[src/rtl/ptsb_pkg.sv]
`timescale 1ns / 1ps
// Shared sizes, codes and transfer types for the periodic timer slot bank.
// Used by ptsb_slot_store and periodic_timer_slot_bank; depends on nothing.
package ptsb_pkg;

   localparam int SLOT_COUNT = 16;
   localparam int TICK_WIDTH = 32;
   localparam int TAG_WIDTH  = 16;

   localparam int SLOT_W   = $clog2(SLOT_COUNT);
   localparam int FUNC_W   = 2;
   localparam int STATUS_W = 2;

   localparam int REQ_DATA_W = ((2 * TICK_WIDTH + TAG_WIDTH + 7) / 8) * 8;
   localparam int RSP_FIELD_W = STATUS_W + SLOT_W + TAG_WIDTH;
   localparam int RSP_DATA_W = ((RSP_FIELD_W + 7) / 8) * 8;

   localparam logic [FUNC_W-1:0] FUNC_CREATE = 2'd0;
   localparam logic [FUNC_W-1:0] FUNC_TICK   = 2'd1;
   localparam logic [FUNC_W-1:0] FUNC_CLEAR  = 2'd2;

   localparam logic KIND_CREATE = 1'b0;
   localparam logic KIND_EXPIRY = 1'b1;

   localparam logic [STATUS_W-1:0] STATUS_OK         = 2'd0;
   localparam logic [STATUS_W-1:0] STATUS_NO_HANDLER = 2'd1;
   localparam logic [STATUS_W-1:0] STATUS_NO_SLOT    = 2'd2;

   typedef struct packed {
      logic                  write_all;
      logic                  write_expiry;
      logic [SLOT_W-1:0]     addr;
      logic [TICK_WIDTH-1:0] period;
      logic [TICK_WIDTH-1:0] expiry;
      logic [TAG_WIDTH-1:0]  tag;
   } slot_wr_type;

   typedef struct packed {
      logic [TICK_WIDTH-1:0] period;
      logic [TICK_WIDTH-1:0] expiry;
      logic [TAG_WIDTH-1:0]  tag;
   } slot_rd_type;

   typedef struct packed {
      logic                 kind;
      logic [STATUS_W-1:0]  status;
      logic [SLOT_W-1:0]    slot;
      logic [TAG_WIDTH-1:0] tag;
   } rsp_type;

endpackage

[src/rtl/ptsb_slot_store.sv]
`timescale 1ns / 1ps
// Per-slot period, expiry and tag memories: one write port, one registered read port.
// Depends on ptsb_pkg.
module ptsb_slot_store (
   input  logic                          clock,
   input  ptsb_pkg::slot_wr_type         wr_cmd,
   input  logic [ptsb_pkg::SLOT_W-1:0]   rd_addr,
   output ptsb_pkg::slot_rd_type         rd_data
);
   import ptsb_pkg::*;

   logic [TICK_WIDTH-1:0] period_mem [SLOT_COUNT];
   logic [TICK_WIDTH-1:0] expiry_mem [SLOT_COUNT];
   logic [TAG_WIDTH-1:0]  tag_mem    [SLOT_COUNT];
   slot_rd_type           rd_data_ff;

   always_ff @(posedge clock) begin
      if (wr_cmd.write_all) begin
         period_mem[wr_cmd.addr] <= wr_cmd.period;
         tag_mem[wr_cmd.addr]    <= wr_cmd.tag;
      end
      if (wr_cmd.write_all || wr_cmd.write_expiry) begin
         expiry_mem[wr_cmd.addr] <= wr_cmd.expiry;
      end
   end

   always_ff @(posedge clock) begin
      rd_data_ff.period <= period_mem[rd_addr];
      rd_data_ff.expiry <= expiry_mem[rd_addr];
      rd_data_ff.tag    <= tag_mem[rd_addr];
   end

   assign rd_data = rd_data_ff;

endmodule

[src/rtl/periodic_timer_slot_bank.sv]
`timescale 1ns / 1ps
// Periodic timer slot bank: request decode, slot scan sequencer and result staging.
// Depends on ptsb_pkg and ptsb_slot_store.
//
// Usage:
//   req channel: req_tuser selects create, tick or clear; req_tdata carries
//   period, handler tag and current tick. req_tready is high only while the
//   sequencer is idle; one request is in flight at a time.
//   rsp channel: one transfer per create (tlast set), one per expired slot on
//   a tick (tlast on the final one), none for clear or an unused selector.
//   A create with a zero tag skips the scan and answers from the flush state;
//   otherwise create and tick walk the slots one per cycle, unless a stall
//   holds the scan, through a single compare/add unit and a memory port: a
//   tick walks every slot, a create stops at the first free slot, which it
//   claims, and a create that finds no slot walks them all.
//   Each found result is held one stage so tlast can be set once the scan
//   ends; the output register frees the sequencer while a result waits.
//   When rsp_tready stays low the scan halts on an expiring slot while a result
//   is held and the output register is full, until it drains; no result is dropped.
//   Reset clears all active flags, empties the output and returns to idle;
//   the memories are not cleared and their contents are used only for active slots.
module periodic_timer_slot_bank (
   input  logic                              clock,
   input  logic                              reset,
   input  logic                              req_tvalid,
   output logic                              req_tready,
   // period, handler_tag, tick_now
   input  logic [ptsb_pkg::REQ_DATA_W-1:0]   req_tdata,
   // func
   input  logic [ptsb_pkg::FUNC_W-1:0]       req_tuser,
   output logic                              rsp_tvalid,
   input  logic                              rsp_tready,
   // status, slot, fired_tag, zero pad
   output logic [ptsb_pkg::RSP_DATA_W-1:0]   rsp_tdata,
   // kind
   output logic                              rsp_tuser,
   output logic                              rsp_tlast
);
   import ptsb_pkg::*;

   typedef enum logic [3:0] {
      ST_IDLE  = 4'b0001,
      ST_PRIME = 4'b0010,
      ST_SCAN  = 4'b0100,
      ST_FLUSH = 4'b1000
   } state_type;

   state_type             state_ff, state_in;
   logic [FUNC_W-1:0]     op_ff, op_in;
   logic [TICK_WIDTH-1:0] period_ff, period_in;
   logic [TAG_WIDTH-1:0]  tag_ff, tag_in;
   logic [TICK_WIDTH-1:0] tick_ff, tick_in;
   logic [SLOT_W-1:0]     eval_idx_ff, eval_idx_in;
   logic [SLOT_COUNT-1:0] slot_active_ff, slot_active_in;
   logic                  hold_valid_ff, hold_valid_in;
   rsp_type               hold_ff, hold_in;
   logic                  out_valid_ff, out_valid_in;
   rsp_type               out_ff, out_in;
   logic                  out_last_ff, out_last_in;

   slot_wr_type           wr_cmd;
   slot_rd_type           rd_data;
   logic [SLOT_W-1:0]     rd_addr;

   logic                  req_accept;
   logic                  out_free;
   logic                  scan_last;
   logic                  fire;
   logic                  stall;

   ptsb_slot_store u_store (
      .clock   (clock),
      .wr_cmd  (wr_cmd),
      .rd_addr (rd_addr),
      .rd_data (rd_data)
   );

   assign req_tready = (state_ff == ST_IDLE);
   assign req_accept = req_tvalid && req_tready;
   assign out_free   = !out_valid_ff || rsp_tready;
   assign scan_last  = (eval_idx_ff == SLOT_W'(SLOT_COUNT - 1));
   assign fire       = (op_ff == FUNC_TICK) && slot_active_ff[eval_idx_ff]
                       && (tick_ff >= rd_data.expiry);
   assign stall      = (state_ff == ST_SCAN) && fire && hold_valid_ff && !out_free;

   always_comb begin
      state_in       = state_ff;
      op_in          = op_ff;
      period_in      = period_ff;
      tag_in         = tag_ff;
      tick_in        = tick_ff;
      eval_idx_in    = eval_idx_ff;
      slot_active_in = slot_active_ff;
      hold_valid_in  = hold_valid_ff;
      hold_in        = hold_ff;
      out_valid_in   = out_valid_ff && !rsp_tready;
      out_in         = out_ff;
      out_last_in    = out_last_ff;
      wr_cmd         = '0;
      rd_addr        = eval_idx_ff;

      unique case (state_ff)
         ST_IDLE: begin
            if (req_accept) begin
               op_in       = req_tuser;
               period_in   = req_tdata[TICK_WIDTH-1:0];
               tag_in      = req_tdata[TICK_WIDTH +: TAG_WIDTH];
               tick_in     = req_tdata[TICK_WIDTH + TAG_WIDTH +: TICK_WIDTH];
               eval_idx_in = '0;
               case (req_tuser)
                  FUNC_CREATE: begin
                     if (req_tdata[TICK_WIDTH +: TAG_WIDTH] == '0) begin
                        hold_in       = '{KIND_CREATE, STATUS_NO_HANDLER, '0, '0};
                        hold_valid_in = 1'b1;
                        state_in      = ST_FLUSH;
                     end else begin
                        state_in = ST_PRIME;
                     end
                  end
                  FUNC_TICK:  state_in = ST_PRIME;
                  FUNC_CLEAR: slot_active_in = '0;
                  default: ;
               endcase
            end
         end
         ST_PRIME: begin
            state_in = ST_SCAN;
         end
         ST_SCAN: begin
            if (!stall) begin
               eval_idx_in = eval_idx_ff + SLOT_W'(1);
               rd_addr     = eval_idx_ff + SLOT_W'(1);
               if (op_ff == FUNC_CREATE) begin
                  if (!slot_active_ff[eval_idx_ff]) begin
                     wr_cmd.write_all            = 1'b1;
                     wr_cmd.addr                 = eval_idx_ff;
                     wr_cmd.period               = period_ff;
                     wr_cmd.expiry               = period_ff;
                     wr_cmd.tag                  = tag_ff;
                     slot_active_in[eval_idx_ff] = 1'b1;
                     hold_in       = '{KIND_CREATE, STATUS_OK, eval_idx_ff, '0};
                     hold_valid_in = 1'b1;
                     state_in      = ST_FLUSH;
                  end else if (scan_last) begin
                     hold_in       = '{KIND_CREATE, STATUS_NO_SLOT, '0, '0};
                     hold_valid_in = 1'b1;
                     state_in      = ST_FLUSH;
                  end
               end else begin
                  if (fire) begin
                     wr_cmd.write_expiry = 1'b1;
                     wr_cmd.addr         = eval_idx_ff;
                     wr_cmd.expiry       = tick_ff + rd_data.period;
                     if (hold_valid_ff) begin
                        out_valid_in = 1'b1;
                        out_in       = hold_ff;
                        out_last_in  = 1'b0;
                     end
                     hold_in       = '{KIND_EXPIRY, STATUS_OK, eval_idx_ff, rd_data.tag};
                     hold_valid_in = 1'b1;
                  end
                  if (scan_last) begin
                     state_in = ST_FLUSH;
                  end
               end
            end
         end
         ST_FLUSH: begin
            if (!hold_valid_ff) begin
               state_in = ST_IDLE;
            end else if (out_free) begin
               out_valid_in  = 1'b1;
               out_in        = hold_ff;
               out_last_in   = 1'b1;
               hold_valid_in = 1'b0;
               state_in      = ST_IDLE;
            end
         end
         default: begin
            state_in = ST_IDLE;
         end
      endcase
   end

   always_ff @(posedge clock) begin
      if (reset) begin
         state_ff       <= ST_IDLE;
         slot_active_ff <= '0;
         hold_valid_ff  <= 1'b0;
         out_valid_ff   <= 1'b0;
      end else begin
         state_ff       <= state_in;
         slot_active_ff <= slot_active_in;
         hold_valid_ff  <= hold_valid_in;
         out_valid_ff   <= out_valid_in;
      end
   end

   always_ff @(posedge clock) begin
      op_ff       <= op_in;
      period_ff   <= period_in;
      tag_ff      <= tag_in;
      tick_ff     <= tick_in;
      eval_idx_ff <= eval_idx_in;
      hold_ff     <= hold_in;
      out_ff      <= out_in;
      out_last_ff <= out_last_in;
   end

   assign rsp_tvalid = out_valid_ff;
   assign rsp_tdata  = RSP_DATA_W'({out_ff.tag, out_ff.slot, out_ff.status});
   assign rsp_tuser  = out_ff.kind;
   assign rsp_tlast  = out_last_ff;

`ifndef SYNTHESIS
   a_idle_hold_empty: assert property (@(posedge clock) disable iff (reset)
      (state_ff == ST_IDLE) |-> !hold_valid_ff)
      else $error("staged result left behind in idle");

   a_prime_starts_at_zero: assert property (@(posedge clock) disable iff (reset)
      (state_ff == ST_PRIME) |=> (eval_idx_ff == '0))
      else $error("scan does not start at slot zero");

   a_stall_holds_index: assert property (@(posedge clock) disable iff (reset)
      stall |=> $stable(eval_idx_ff))
      else $error("scan advanced while stalled");

   a_write_read_apart: assert property (@(posedge clock) disable iff (reset)
      wr_cmd.write_expiry |-> (wr_cmd.addr != rd_addr))
      else $error("expiry write collides with prefetch read");

   a_create_is_last: assert property (@(posedge clock) disable iff (reset)
      (rsp_tvalid && (rsp_tuser == KIND_CREATE)) |-> rsp_tlast)
      else $error("create response without tlast");
`endif

endmodule
[config.mk]
export PLATFORM = sky130hd
export DESIGN_NAME = periodic_timer_slot_bank
export DESIGN_NICKNAME = d
export VERILOG_FILES = /design/src/rtl/ptsb_pkg.sv /design/src/rtl/ptsb_slot_store.sv /design/src/rtl/periodic_timer_slot_bank.sv
export SDC_FILE = /design/constraint.sdc
export NUM_CORES = 2
export LEC_CHECK = 0
export ABC_AREA = 1
export BUFFER_PORTS_ARGS = -buffer_cell sky130_fd_sc_hd__buf_2
export CAP_MARGIN = 20
export CORE_AREA = 5 5 301 451
export CTS_BUF_LIST = sky130_fd_sc_hd__clkbuf_4 sky130_fd_sc_hd__clkbuf_8 sky130_fd_sc_hd__clkbuf_16
export DETAILED_ROUTE_END_ITERATION = 8
export DIE_AREA = 0 0 306 456
export PLACE_DENSITY = 0.66
export SETUP_SLACK_MARGIN = 0.3
export SLEW_MARGIN = 5
export SYNTH_ARGS = -nofsm -noshare
export SYNTH_HDL_FRONTEND = slang
export SYNTH_SLANG_ARGS = --single-unit
[constraint.sdc]
create_clock -name clock -period 9.85 [get_ports clock]
set_input_delay 0.985 -clock clock [delete_from_list [all_inputs] [get_ports clock]]
set_output_delay 0.985 -clock clock [all_outputs]
set_load 0.005 [all_outputs]
## Word level (Yosys, flattened, before mapping)

Memories as Yosys holds them, arrays and structs flattened. A register that Yosys moved wholly into a read port is not among the register bits.
Index checks and enable logic that the tools add are counted.

- Add/subtract/negate cells: 2
- Reduce and logical (&&, ||, !) cells: 26
- $lt $le $gt $ge: 3
- Equality and inequality tests: 24
- Mux-type cells: 81
- Bitwise operators: 1

Operator list:

| kind | number |
|---|---|
| 23-bit 2-to-1 mux | 14 |
| 86-bit 2-to-1 mux | 2 |
| 16-bit 2-to-1 mux | 6 |
| 32-bit 2-to-1 mux | 3 |
| 23-bit one-hot mux with 2 select lines | 2 |
| 84-bit 2-to-1 mux | 1 |
| 4-bit 2-to-1 mux | 12 |
| 32-bit adder | 1 |
| 32-bit >= comparator | 1 |
| 16-bit one-hot mux with 2 select lines | 1 |
| 1-bit 2-to-1 mux | 31 |
| 7-bit AND reduction | 3 |
| 16-bit zero test | 1 |
| 16-bit OR | 1 |
| 4-bit one-hot mux with 2 select lines | 2 |
| 4-bit one-hot mux with 4 select lines | 1 |
| 2-bit inequality test, second input constant | 7 |
| 2-bit by 1-bit inequality test with 1-bit output, second input constant | 5 |
| 4-bit equality test, second input constant | 2 |
| 1-bit logical AND | 8 |
| 6-bit AND reduction | 1 |
| 4-bit by 5-bit < comparator with 1-bit output, second input constant | 1 |
| 5-bit 2-to-1 mux | 1 |
| 4-bit by 1-bit adder with 4-bit output, second input constant | 1 |
| 21 further kinds | 29 |

- Logic and storage cells: 158
- Input port bits: 86
- Flip-flop bits (word level): 155
- Bits in writable memories: 1280
- Memories: 3
- Output and inout port bits: 28

Memory list:

| memory | words | width | rd ports | clocked after memory_dff | wr ports | line | source |
|---|---|---|---|---|---|---|---|
| u_store.expiry_mem | 16 | 32 | 1 | 1 | 1 | ptsb_slot_store.sv:13 | `logic [TICK_WIDTH-1:0] expiry_mem [SLOT_COUNT];` |
| u_store.period_mem | 16 | 32 | 1 | 1 | 1 | ptsb_slot_store.sv:12 | `logic [TICK_WIDTH-1:0] period_mem [SLOT_COUNT];` |
| u_store.tag_mem | 16 | 16 | 1 | 1 | 1 | ptsb_slot_store.sv:14 | `logic [TAG_WIDTH-1:0] tag_mem [SLOT_COUNT];` |

## Logic depth before layout (Yosys ltp)

- Word-level depth: 12
- Depth in mapped cells: 25
- Depth with buffers taken out: 23

## Hierarchy

A second synthesis with hierarchy kept.

- Cells, all modules: 6384
- Area total of the unflattened synthesis: 65641.7 µm²

By module, submodules not included:

| module | area each (µm²) | instances | seq. area each (µm²) | cells an instance |
|---|---|---|---|---|
| ptsb_slot_store | 56305.3 | 1 | 40038.4 | 5291 |
| periodic_timer_slot_bank | 9336.5 | 1 | 4434.3 | 1093 |

## Worst setup path before layout

OpenSTA, ideal clock, no wires.

- Path type: input to register
- Start: input port rsp_tready
- End: memory u_store.period_mem[1][0], enable pin
- Required time: 9337 ps
- Setup slack: 3934 ps
- Setup time: 513 ps
- Cell stages on the path: 11
- Data arrival time: 5403 ps
- Path buffers: 0
- Cells stage by stage: nor2_1 -> nand2_1 -> nor2_1 -> nand3_4 -> nand2_2 -> inv_1 -> nand2_1 -> inv_1 -> nor2_1 -> inv_1 -> nor3_1

- Longest elaborated chain between the ends: 7

Ends and longest elaborated chain:

| item | line | source |
|---|---|---|
| start: declaration | periodic_timer_slot_bank.sv:32 | `input logic rsp_tready,` |
| 1-bit logical OR * | periodic_timer_slot_bank.sv:80 | `assign out_free = !out_valid_ff \|\| rsp_tready;` |
| 1-bit zero test * | periodic_timer_slot_bank.sv:84 | `assign stall = (state_ff == ST_SCAN) && fire && hold_valid_ff && !out_free;` |
| 1-bit logical AND * | periodic_timer_slot_bank.sv:84 |  |
| 86-bit 2-to-1 mux * | periodic_timer_slot_bank.sv:130 | `if (!stall) begin` |
| 86-bit 2-to-1 mux * | periodic_timer_slot_bank.sv:102 | `unique case (state_ff)` |
| 1-bit 2-to-1 mux | ptsb_slot_store.sv:18 | `if (wr_cmd.write_all) begin` |
| 1-bit 2-to-1 mux (implied by the code) | ptsb_slot_store.sv:19 | `period_mem[wr_cmd.addr] <= wr_cmd.period;` |
| end: declaration | ptsb_slot_store.sv:12 |  |

Every way passes the cells marked *; elsewhere a longest branch is shown, timed or not.

## Worst setup path after layout

- Start: register tick_ff[15]
- End: memory u_store.tag_mem[7][9], enable pin

- Longest elaborated chain between the ends: 9
- Elaborated cells on any way between the ends: 11
- Classes of those cells: order compare: 1; mux: 6; reduce/logical: 4

Ends and longest elaborated chain:

| item | line | source |
|---|---|---|
| start: declaration | periodic_timer_slot_bank.sv:52 | `logic [TICK_WIDTH-1:0] tick_ff, tick_in;` |
| start signal: assignment | periodic_timer_slot_bank.sv:203 | `tick_ff <= tick_in;` |
| 32-bit >= comparator * | periodic_timer_slot_bank.sv:83 | `&& (tick_ff >= rd_data.expiry);` |
| 1-bit logical AND * | periodic_timer_slot_bank.sv:83 |  |
| 1-bit logical AND (3 in series) | periodic_timer_slot_bank.sv:84 |  |
| 86-bit 2-to-1 mux * | periodic_timer_slot_bank.sv:130 |  |
| 86-bit 2-to-1 mux * | periodic_timer_slot_bank.sv:102 |  |
| 1-bit 2-to-1 mux | ptsb_slot_store.sv:18 |  |
| 1-bit 2-to-1 mux (implied by the code) | ptsb_slot_store.sv:20 | `tag_mem[wr_cmd.addr] <= wr_cmd.tag;` |
| end: declaration | ptsb_slot_store.sv:14 |  |

Marks and branches as above.

==> summary.txt <==
Critical path
  – Critical Path Fanout Max: 42
  – CP arrival: 6.04 ns
  – Reg2reg setup slack: around 4.2 ns
  – Worst setup SP type: flop
  – Required time worst endpoint: just over 10 ns
  – Worst reg2reg path depth: 16
  – Setup CP Type: reg -> reg
  – Crit end category: flop

Job
  – Max-cap viol count: 0

Global route
  – Vias in the first global route: 44200
  – First-pass GRT wire length: 276 mm
  – Total overflow reported by the global router: 0
  – Largest net degree at the start of global routing: approximately 210
  – Initial antenna violation count: 5
  – GRT Overall Usage: a little over a quarter

Die
  – Chip height: approximately 460 um
  – Num rows: between 150 and 200
  – Chip Width: between 300 and 400 um
  – Initial Util: slightly above 50%
  – Core box area: roughly 130000 um2
  – Die area: about 140000 um2
  – IO Pins: around 110

Synth
  – Top FF cell, synth: edfxtp_1
  – Warnings from Yosys: 0
  – FFs w/ async S/R, synth: 0%
  – Largest area contributor in the netlist: edfxtp_1
  – Top cells by area, synth: edfxtp_1 64%, nand3_1 12%, inv_1 6.9%
  – Post-synth top area share: between 60% and 70%
  – Mapped Area: between 60000 and 70000 um2
  – Avg Cell Area, Syn: roughly 11 um2
  – Post-synth EDFFs: about 1400
  – Register area share after synthesis: approximately two thirds
  – Post-Syn Instances: roughly 6200
  – Synth cell types: 47
  – #FFs+latches synth: between 1500 and 2000

Placement
  – PortBufs: 111
  – Dpl hpwl: slightly below 100 mm
  – GP Congestion: 0.900

Timing
  – Period utilization: 57.4%
  – Setup-failing EPs final: 0
  – Unrepaired setup endpoints after global routing: false
  – Hold_ws: around 0.37 ns
  – Final hold vios: 0
  – Post-route setup TNS: 0 ns
  – Final Slew Violations: 0
  – Slew at the pin closest to its max-slew limit: approximately 1.2 ns
  – Minimum clock period: roughly 5.7 ns
  – F_max: approximately 0.18 GHz
  – Relative slew slack: around 18%
  – Worst clock skew: approximately 0.03 ns

Hold path
  – Hold Path Depth: 1
  – Hold Path Class: in -> reg

Detailed routing
  – Avg WL per Cell: 23.3 um
  – Detailed-router iteration count before antenna repair: 8
  – DRT Wirelength: 189 mm
  – Drc violations: 0
  – Final antenna-violating net count: 0
  – Initial DRC Count: 5101
  – Routed vias/inst: 5.67
  – Vias post-DR: ~46000

Cells and area
  – Layout cells sized above 1: under 10%
  – # nets final: around 6400
  – Syn-to-layout area delta: 11.3%

Power and ir drop
  – Pwr dens: ~270 nW/um2
  – Leakage power: roughly 31 nW
  – Max VDD drop: between 200 and 250 uV

Clock network
  – H-tree depth: 4
  – CTS sink count: 1515
  – Resize count post-CTS: 0
  – CTS root buffer: clkbuf_16
  – Clock Path Buffers: 3
  – Clock Pin Slew Worst Setup and Hold Paths: about 0.060 ns
  – Clock latency on the worst-skew pair: slightly below 0.8 ns
  – Cts bufs inserted: 145
  – Hold buffers post-CTS: 0
  – CTS tree: yes
  – Post-CTS Setup Inserts: 0

Status
  – Status: finished, final reports clean
==> final timing paths <==
| kind | from | to |
|---|---|---|
| setup reg to reg | tick_ff[15] | u_store.tag_mem[7][9] |
| hold reg to reg | hold_ff[16] | rsp_tdata[2] |
| setup / recovery | tick_ff[15] | u_store.tag_mem[7][9] |
| hold / removal | req_tdata[30] | period_ff[30] |
==> flip-flops by register name, summed over array words and instances (netlist names) <==
signal and flops:
u_store.expiry_mem 512, u_store.period_mem 512, u_store.tag_mem 256, u_store.rd_data 80
period_ff 32, tick_ff 32, hold_ff 23, rsp_tdata 22
slot_active_ff 16, tag_ff 16, eval_idx_ff 4, state_ff 4
op_ff 2, hold_valid_ff 1, rsp_tlast 1, rsp_tuser 1
rsp_tvalid 1
==> critical path: stages, from the launching register on <==
cell      delay [ns]
edfxtp_1        0.54
ha_1            0.38
nand2_1         0.08
nor2_1          0.29
nand2_1         0.15
nor2_1          0.13
nor2_1          0.05
nand2_1         0.12
nand2_1         0.07
nand2_1         0.30
nand2_1         0.31
a21oi_1         0.25
nand2_1         0.09
inv_1           0.09
nand2_1         0.36
nor3_2          1.00
buf_4           0.93
==> synthesized netlist by cell type, types with 21 or more instances <==
master    number
nand3b_1     240
a21oi_1       85
edfxtp_1    1413
clkbuf_1     159
dfxtp_1      102
ha_1          67
nor3_1        27
buf_2        163
nand2_1      897
nand3_1     1556
buf_1         21
inv_1       1214
o21ai_0       47
nor2_1       146
==> report_power, final <==
group          internal [mW]  switching (mW)  total, mW
clock network           3.43            2.41       5.84
logic                   1.78            4.31       6.09
registers               7.45           0.300       7.75
total                   12.7            7.02       19.7
==> area by class of cell <==
type	instances	area, um2
timing repair buffer	223	1540
inverter	1223	4600
tap	1732	2170
antenna	1	2.50
clock buffer	199	4160
clock inverter	73	866
multi-input combinational	3158	16100
fill	10700	57200
sequential	1515	44500
==> layout by cell type, fill, tap and decap left out, drive strengths merged, types with 6 or more instances in the layout <==
master | netlist | final
xor2 | 7 | 7
o21ai | 50 | 50
nand3 | 1558 | 1558
bufinv | 0 | 17
dfxtp | 102 | 102
buf | 194 | 223
nand4 | 8 | 8
clkinv | 1 | 45
a21oi | 87 | 87
clkbuf | 159 | 199
nand3b | 240 | 240
nand2 | 900 | 900
nor3 | 28 | 28
nor2 | 149 | 149
inv | 1222 | 1231
o22ai | 20 | 20
ha | 67 | 67
nor4 | 6 | 6
edfxtp | 1413 | 1413
==> metrics by stage <==
step	utilization (%)	power (mW)	worst slack, ns	instances	cell area, um2
4_1_cts	56.3	19.7	4.09	8112	73900
2_1_floorplan	-	11.9	3.93	6249	66500
5_1_grt	56.4	20.6	4.06	8124	73900
3_5_place_dp	52.5	13.9	4.14	7840	68800
6_report	56.4	19.7	4.19	8124	73900
3_3_place_gp	52.4	13.8	4.22	7834	68800
==> metal layers <==
layer,GRT usage [%],up-vias,share of wire (%)
met5,0,-,0.014
met4,13.0,4,5.0
met3,4.21,526,8.8
met2,44.1,2295,49
met1,33.4,22300,37
li1,-,21000,-
==> cells by family (layout without fill, tap and decap cells) <==
kind of cell    count (synthesis)  count (layout)  share of synthesized area [%]
simple gates                 2894            2894                           20.8
buf+inv                      1576            1718                           9.27
flops                        1515            1515                           66.9
compound gates                182             182                           1.53
fa+ha+maj                      68              68                           1.29
xor+xnor                       12              12                          0.158
other cells                     1               3                        0.00564
No activity file was read; power rests on OpenSTA's default activity.
